**src/design/xsr_pkg.sv**
```systemverilog
`timescale 1ns / 1ps
// ----------------------------------------------------------------------------
// xsr_pkg
// Shared types and constants for the xoshiro256** generator with SplitMix64
// seeding: mixing constants, input kind codes, the controller state encoding
// and the command bundle from controller to datapath.
// ----------------------------------------------------------------------------
package xsr_pkg;

    // SplitMix64 constants.
    localparam logic [63:0] SM_GAMMA = 64'h9e37_79b9_7f4a_7c15;
    localparam logic [63:0] SM_MUL1  = 64'hbf58_476d_1ce4_e5b9;
    localparam logic [63:0] SM_MUL2  = 64'h94d0_49bb_1331_11eb;

    // Kind carried in tuser.
    localparam logic KIND_SEED = 1'b0;
    localparam logic KIND_NEXT = 1'b1;

    // Which 32x32 partial product the shared multiplier forms.
    localparam logic [1:0] MUL_LL = 2'd0;  // low  x low
    localparam logic [1:0] MUL_LH = 2'd1;  // low  x high
    localparam logic [1:0] MUL_HL = 2'd2;  // high x low

    // Controller states, one-hot.
    typedef enum logic [6:0] {
        S_IDLE   = 7'b0000001,
        S_ADD    = 7'b0000010,
        S_MUL_LL = 7'b0000100,
        S_MUL_LH = 7'b0001000,
        S_MUL_HL = 7'b0010000,
        S_XS     = 7'b0100000,
        S_STORE  = 7'b1000000
    } t_state;

    // Commands from the controller to the datapath.
    typedef struct packed {
        logic       load_seed;  // capture seed into the SplitMix counter
        logic       next_word;  // produce an output word and advance state
        logic       mix_add;    // counter += gamma, first xor-shift by 30
        logic       mul_en;     // accumulate one partial product
        logic [1:0] mul_part;   // which partial product
        logic       mul_const;  // 0: first mixing constant, 1: second
        logic       mix_xs;     // xor-shift by 27 between the multiplies
        logic       store;      // final xor-shift by 31 into a state word
        logic [1:0] word_idx;   // state word being seeded
    } t_dp_cmd;

endpackage

```
**src/design/xoshiro256_prng_with_splitmix_seed.sv**
```systemverilog
`timescale 1ns / 1ps
// ----------------------------------------------------------------------------
// xoshiro256_prng_with_splitmix_seed
// xoshiro256** 64-bit pseudo-random generator seeded through SplitMix64.
// ----------------------------------------------------------------------------
// A transaction with tuser = 0 seeds the generator from tdata and gives no
// output; one with tuser = 1 returns the next scrambled 64-bit word. Next-word
// requests are taken one per cycle, as long as the output side keeps up; a
// new request is taken in the same cycle that the previous word leaves the
// output register, and input stalls while a word waits there. A
// seed, once taken, holds off further transactions while four SplitMix64
// rounds run, each an add, two multiplies and a store, on the single 32x32
// multiplier that forms each 64-bit product in three partial products.
// After reset the state is all zero and every word is zero until seeded.
module xoshiro256_prng_with_splitmix_seed (
    input  logic        i_clk,
    input  logic        i_rst_n,
    input  logic        i_s_axis_tvalid,
    output logic        o_s_axis_tready,
    input  logic [63:0] i_s_axis_tdata,   // [63:0] seed_value
    input  logic [0:0]  i_s_axis_tuser,   // [0] kind (0 seed, 1 next)
    output logic        o_m_axis_tvalid,
    input  logic        i_m_axis_tready,
    output logic [63:0] o_m_axis_tdata    // [63:0] random_word
);
    import xsr_pkg::*;

    t_dp_cmd cmd;

    // Sequencer and handshakes.
    xsr_ctrl u_ctrl (
        .i_clk           (i_clk),
        .i_rst_n         (i_rst_n),
        .i_s_axis_tvalid (i_s_axis_tvalid),
        .o_s_axis_tready (o_s_axis_tready),
        .i_s_axis_tuser  (i_s_axis_tuser[0]),
        .o_m_axis_tvalid (o_m_axis_tvalid),
        .i_m_axis_tready (i_m_axis_tready),
        .o_cmd           (cmd)
    );

    // State and arithmetic.
    xsr_dp u_dp (
        .i_clk   (i_clk),
        .i_rst_n (i_rst_n),
        .i_cmd   (cmd),
        .i_seed  (i_s_axis_tdata),
        .o_word  (o_m_axis_tdata)
    );

endmodule

```
**src/design/xsr_ctrl.sv**
```systemverilog
`timescale 1ns / 1ps
// ----------------------------------------------------------------------------
// xsr_ctrl
// Controller: input and output handshakes, and the sequencer that walks
// the datapath through four SplitMix64 rounds when a seed is taken.
// ----------------------------------------------------------------------------
module xsr_ctrl (
    input  logic            i_clk,
    input  logic            i_rst_n,
    input  logic            i_s_axis_tvalid,
    output logic            o_s_axis_tready,
    input  logic            i_s_axis_tuser,
    output logic            o_m_axis_tvalid,
    input  logic            i_m_axis_tready,
    output xsr_pkg::t_dp_cmd o_cmd
);
    import xsr_pkg::*;

    t_state     r_state, n_state;
    logic [1:0] r_word, n_word;
    logic       r_pass, n_pass;
    logic       r_out_valid, n_out_valid;
    logic       in_acc;

    // Input is taken only in idle and when the output register can move.
    assign o_s_axis_tready = (r_state == S_IDLE) && (!r_out_valid || i_m_axis_tready);
    assign in_acc          = i_s_axis_tvalid && o_s_axis_tready;
    assign o_m_axis_tvalid = r_out_valid;

    // Next-state logic and datapath commands.
    always_comb begin
        n_state        = r_state;
        n_word         = r_word;
        n_pass         = r_pass;
        o_cmd          = '0;
        o_cmd.word_idx = r_word;
        o_cmd.mul_const = r_pass;
        case (r_state)
            S_IDLE: begin
                if (in_acc) begin
                    if (i_s_axis_tuser == KIND_SEED) begin
                        o_cmd.load_seed = 1'b1;
                        n_state         = S_ADD;
                        n_word          = 2'd0;
                    end else begin
                        o_cmd.next_word = 1'b1;
                    end
                end
            end
            S_ADD: begin
                o_cmd.mix_add = 1'b1;
                n_pass        = 1'b0;
                n_state       = S_MUL_LL;
            end
            S_MUL_LL: begin
                o_cmd.mul_en   = 1'b1;
                o_cmd.mul_part = MUL_LL;
                n_state        = S_MUL_LH;
            end
            S_MUL_LH: begin
                o_cmd.mul_en   = 1'b1;
                o_cmd.mul_part = MUL_LH;
                n_state        = S_MUL_HL;
            end
            S_MUL_HL: begin
                o_cmd.mul_en   = 1'b1;
                o_cmd.mul_part = MUL_HL;
                n_state        = r_pass ? S_STORE : S_XS;
            end
            S_XS: begin
                o_cmd.mix_xs = 1'b1;
                n_pass       = 1'b1;
                n_state      = S_MUL_LL;
            end
            S_STORE: begin
                o_cmd.store = 1'b1;
                n_word      = r_word + 2'd1;
                n_state     = (r_word == 2'd3) ? S_IDLE : S_ADD;
            end
            default: begin
                n_state = S_IDLE;
            end
        endcase
    end

    // Output valid: set by a next-word transaction, cleared when taken.
    always_comb begin
        if (in_acc && (i_s_axis_tuser == KIND_NEXT)) begin
            n_out_valid = 1'b1;
        end else if (i_m_axis_tready) begin
            n_out_valid = 1'b0;
        end else begin
            n_out_valid = r_out_valid;
        end
    end

    always_ff @(posedge i_clk) begin
        if (!i_rst_n) begin
            r_state     <= S_IDLE;
            r_word      <= 2'd0;
            r_pass      <= 1'b0;
            r_out_valid <= 1'b0;
        end else begin
            r_state     <= n_state;
            r_word      <= n_word;
            r_pass      <= n_pass;
            r_out_valid <= n_out_valid;
        end
    end

endmodule

```
**src/design/xsr_dp.sv**
```systemverilog
`timescale 1ns / 1ps
// ----------------------------------------------------------------------------
// xsr_dp
// Datapath: the four state words, the xoshiro256** output scrambler and
// update, and the SplitMix64 mixer built on one shared 32x32 multiplier.
// ----------------------------------------------------------------------------
module xsr_dp (
    input  logic             i_clk,
    input  logic             i_rst_n,
    input  xsr_pkg::t_dp_cmd i_cmd,
    input  logic [63:0]      i_seed,
    output logic [63:0]      o_word
);
    import xsr_pkg::*;

    logic [63:0] r_s [4];
    logic [63:0] r_acc;
    logic [63:0] r_z;
    logic [63:0] r_prod;
    logic [63:0] r_out;

    logic [63:0] n_acc;
    logic [63:0] m_const;
    logic [31:0] mul_a;
    logic [31:0] mul_b;
    logic [63:0] mul_p;
    logic [63:0] n_prod;
    logic [63:0] s1x5;
    logic [63:0] s1rot;
    logic [63:0] out_word;
    logic [63:0] t2;
    logic [63:0] t3;

    assign o_word = r_out;

    // SplitMix64 counter step.
    assign n_acc   = r_acc + SM_GAMMA;
    assign m_const = i_cmd.mul_const ? SM_MUL2 : SM_MUL1;

    // Shared multiplier: the low 64 bits of a 64x64 product in three parts.
    always_comb begin
        case (i_cmd.mul_part)
            MUL_LL: begin
                mul_a = r_z[31:0];
                mul_b = m_const[31:0];
            end
            MUL_LH: begin
                mul_a = r_z[31:0];
                mul_b = m_const[63:32];
            end
            MUL_HL: begin
                mul_a = r_z[63:32];
                mul_b = m_const[31:0];
            end
            default: begin
                mul_a = r_z[31:0];
                mul_b = m_const[31:0];
            end
        endcase
        mul_p = {32'd0, mul_a} * {32'd0, mul_b};
        if (i_cmd.mul_part == MUL_LL) begin
            n_prod = mul_p;
        end else begin
            n_prod = {r_prod[63:32] + mul_p[31:0], r_prod[31:0]};
        end
    end

    // Output scrambler: rotl(s1 * 5, 7) * 9 with shift-adds.
    assign s1x5     = r_s[1] + (r_s[1] << 2);
    assign s1rot    = {s1x5[56:0], s1x5[63:57]};
    assign out_word = s1rot + (s1rot << 3);

    // Intermediate terms of the state update.
    assign t2 = r_s[2] ^ r_s[0];
    assign t3 = r_s[3] ^ r_s[1];

    // State words.
    always_ff @(posedge i_clk) begin
        if (!i_rst_n) begin
            r_s[0] <= '0;
            r_s[1] <= '0;
            r_s[2] <= '0;
            r_s[3] <= '0;
        end else if (i_cmd.next_word) begin
            r_s[0] <= r_s[0] ^ t3;
            r_s[1] <= r_s[1] ^ t2;
            r_s[2] <= t2 ^ (r_s[1] << 17);
            r_s[3] <= {t3[18:0], t3[63:19]};
        end else if (i_cmd.store) begin
            r_s[i_cmd.word_idx] <= r_prod ^ (r_prod >> 31);
        end
    end

    // Seeding registers and the output word.
    always_ff @(posedge i_clk) begin
        if (i_cmd.load_seed) begin
            r_acc <= i_seed;
        end else if (i_cmd.mix_add) begin
            r_acc <= n_acc;
        end
        if (i_cmd.mix_add) begin
            r_z <= n_acc ^ (n_acc >> 30);
        end else if (i_cmd.mix_xs) begin
            r_z <= r_prod ^ (r_prod >> 27);
        end
        if (i_cmd.mul_en) begin
            r_prod <= n_prod;
        end
        if (i_cmd.next_word) begin
            r_out <= out_word;
        end
    end

endmodule

```
**config.mk**
```make
export PLATFORM = sky130hd
export DESIGN_NAME = xoshiro256_prng_with_splitmix_seed
export DESIGN_NICKNAME = d
export VERILOG_FILES = /design/src/design/xsr_pkg.sv /design/src/design/xoshiro256_prng_with_splitmix_seed.sv /design/src/design/xsr_ctrl.sv /design/src/design/xsr_dp.sv
export SDC_FILE = /design/constraint.sdc
export NUM_CORES = 2
export LEC_CHECK = 0
export BUFFER_PORTS_ARGS = -buffer_cell sky130_fd_sc_hd__buf_2
export CELL_PAD_IN_SITES_DETAIL_PLACEMENT = 1
export CELL_PAD_IN_SITES_GLOBAL_PLACEMENT = 1
export CORE_MARGIN = 2
export CORE_UTILIZATION = 40
export CTS_CLUSTER_SIZE = 25
export DETAILED_ROUTE_END_ITERATION = 8
export PLACE_DENSITY = 0.72
export REMOVE_ABC_BUFFERS = 1
export SLEW_MARGIN = 15
export SYNTH_ARGS = -nofsm -noshare
export SYNTH_HDL_FRONTEND = slang
export SYNTH_HIERARCHICAL = 1
export SYNTH_SLANG_ARGS = --single-unit
```
**constraint.sdc**
```tcl
create_clock -name i_clk -period 14.8 [get_ports i_clk]
set_input_delay 1.48 -clock i_clk [delete_from_list [all_inputs] [get_ports i_clk]]
set_output_delay 1.48 -clock i_clk [all_outputs]
set_load 0.1 [all_outputs]
```
==> out/metrics.cfg <==
[timing]
setup_slack_ns = 1.99
hold_violations = 0
slew_viol_final = 0
period_share_pct = 86.5
fin_tns_setup_ns = 0
rsz0062_at_grt = false
skew_ns = 0.0503
slew_headroom_pct = 15.2
worstMarginPinSlew_ns = 1.26
finalSetupViolCount = 0
max_freq_mhz = 78.1
fin_crit_ns = 12.81

[finish]
drive_gt1_share_pct = 6.57
final_util_pct = 43.3
syn_to_final_growth_pct = 7.51
nFillCells = 17500
finalNetCount = 7694
final_cell_mix = inv_1, fa_1, edfxtp_1
final_common_cell = inv_1
fin_cells = 8423

[synthesis]
synth_edf_count = 512
syn_area_per_cell_um2 = 9.97
synth.top_cell.area_share_pct = 26.1
synth_mux_area_share_pct = 1.64
synth-xor-area-share_pct = 9.41
synthSimpleGateAreaFrac_pct = 9.05
yosysWarningCount = 6
syn_area_um2 = 62900
synth_top_family_by_area = adder cells
synth-adder-area-share_pct = 35.8
syn-instance-count = 6315
post-synth-top-area-cell = fa_1
ys_top_cells_by_area = fa_1, edfxtp_1, ha_1
ys_seq_area_share_pct = 24.8
synth_seq_cells = 523
synthFlopType = edfxtp_1
synth_cell_types = 104
synth-compound-area-share_pct = 11.5
async_flop_share_pct = 0

[setup_path]
worstPathRequired_ns = 15.19
r2r_setup_slack_ns = 1.99
slowest_delay_ns = 0.89
start_kind = flip-flop
crit_top_cell = nand2_1
worst-path-max-fanout = 22
end_kind = flip-flop
arrival_ns = 13.19
crit_slowest_cell = nand2_1
critical_path_class = reg2reg

[clock_tree]
cts_hold_buf = 0
ctsRootBufferMaster = clkbuf_16
postCtsSetupRepairBufs = 0
cts_buffer_depth = 3
ctsResizeCount = 0
cts_tree = done
clk_latency_ns = 0.67
h-tree-depth = 2
clock_sinks = 523
path_clk_slew_ns = 0.06
cts_buffers = 56

[grt]
grt_max_degree = 103
antenna_found_initial = 12
first_global_vias = 52300
grt_overflow = 0
grt_pass1_wl_um = 361000
grtUsageTotal_pct = 30.5

[floorplanning]
initial_core_util_pct = 40.3
rows = 145
dieArea_um2 = 161000
dieWidth_um = 401
ios = 135
die_h_um = 401
coreArea_um2 = 156000

[placed_design]
place_ws_ns = 2.40
gp_congestion = 1.01
io_buffers = 134
hpwl_um = 204000
dp.cells = 8317

[detailed_routing]
drt-total-wl_um = 247000
drt_iter0_drc = 4262
drc = 0
vias_per_cell = 5.75
dr_total_vias = 48400
firstDrtPassIters = 5
wl_per_cell_um = 29.3
ant_nets = 0

[run_status]
outcome = complete, no violations

[worst_hold_path]
hold_path.class = reg2reg

[run]
max_cap_viol_count = 0

## path summary, 6_finish.rpt
kind,from,end,cells past startpoint
setup / recovery,u_ctrl/r_state[1],u_dp/r_prod[62],38
hold / removal,u_ctrl/r_word[1],u_ctrl/r_word[1],2
setup reg to reg,u_ctrl/r_state[1],u_dp/r_prod[62],38
hold reg to reg,u_ctrl/r_word[1],u_ctrl/r_word[1],2
## registers in the layout, summed over array words and instances (netlist names)
name / cells
u_dp/r_s: 256
u_dp/r_prod: 64
u_ctrl/r_state: 7
u_dp/r_z: 64
u_dp/r_acc: 64
u_ctrl/r_pass: 1
u_dp/o_word: 64
u_ctrl/r_word: 2
u_ctrl/o_m_axis_tvalid: 1
## critical path: cells and delay by family, from the launching register on
kind                       cells  cell delay [ns]
DFF                            1             0.36
and+or+nand+nor               14             4.54
AOI/OAI and AO/OA              8             2.71
adders and majority gates     10             4.22
buffers and inverters          4             0.25
xor gates and xnor gates       2             0.40
## stage by stage
stage               hold slack [ns]  instance area, um2
floorplan                     0.513               62000
global placement              0.542               65800
detailed placement            0.590               65800
CTS                           0.606               67700
global route                  0.633               67700
finish                        0.595               67700
## synthesized netlist by cell type, types with 6 or more instances
| cell | n |
|---|---|
| inv_1 | 1051 |
| xnor2_1 | 397 |
| ha_1 | 486 |
| nor4_1 | 8 |
| mux2_2 | 63 |
| o221ai_1 | 6 |
| o21ai_1 | 11 |
| a31o_2 | 6 |
| a211oi_1 | 15 |
| o21ai_0 | 307 |
| xor2_1 | 269 |
| or2_2 | 15 |
| mux2i_1 | 32 |
| a31oi_1 | 26 |
| buf_1 | 10 |
| o22ai_1 | 145 |
| nand4_1 | 50 |
| edfxtp_1 | 512 |
| clkbuf_1 | 225 |
| a21oi_1 | 283 |
| o21bai_1 | 45 |
| nand2b_1 | 48 |
| fa_1 | 822 |
| nand3_1 | 50 |
| a2111oi_0 | 10 |
| or3_1 | 11 |
| and3_1 | 42 |
| and4_1 | 6 |
| nor3_1 | 51 |
| a211o_1 | 11 |
| a21o_1 | 131 |
| nor2_1 | 407 |
| o211ai_1 | 11 |
| a22o_1 | 19 |
| nor2b_1 | 24 |
| o31ai_1 | 20 |
| and2_1 | 46 |
| nand2_1 | 460 |
| a21boi_0 | 13 |
| o21a_1 | 26 |
| dfxtp_1 | 11 |
| or4_1 | 6 |
## cells by family (layout without fill, tap and decap cells)
family,count (synthesis),after routing
compound gates,1164,1164
xor+xnor,670,670
fa+ha+maj,1308,1308
buf+inv,1297,1346
flops,523,523
mux,95,95
other cells,1,2
simple gates,1257,1257
## final cells by class
class	count	area, um2	area share (%)
Sequential cell	523	15600	23.0
Clock buffer	63	1490	2.20
Inverter	1055	3960	5.85
Multi-Input combinational cell	4495	42600	62.9
Tap cell	2058	2570	3.80
Antenna cell	1	2.50	0.00370
Timing Repair Buffer	186	1070	1.59
Clock inverter	42	427	0.630
## layer usage
layer / routed length [um] / vias up / share of wire [%] / global-route usage (%)
met5: 88 / - / 0.036 / 0
met4: 15800 / 12 / 6.4 / 16.3
met3: 16200 / 501 / 6.6 / 4.70
met2: 117000 / 1950 / 47 / 50.6
met1: 97600 / 25100 / 40 / 38.3
li1: - / 20900 / - / -
Power is left out: the tool's default activity adds up to more than one toggle a clock period on the data nets, which glitch-free logic cannot reach.
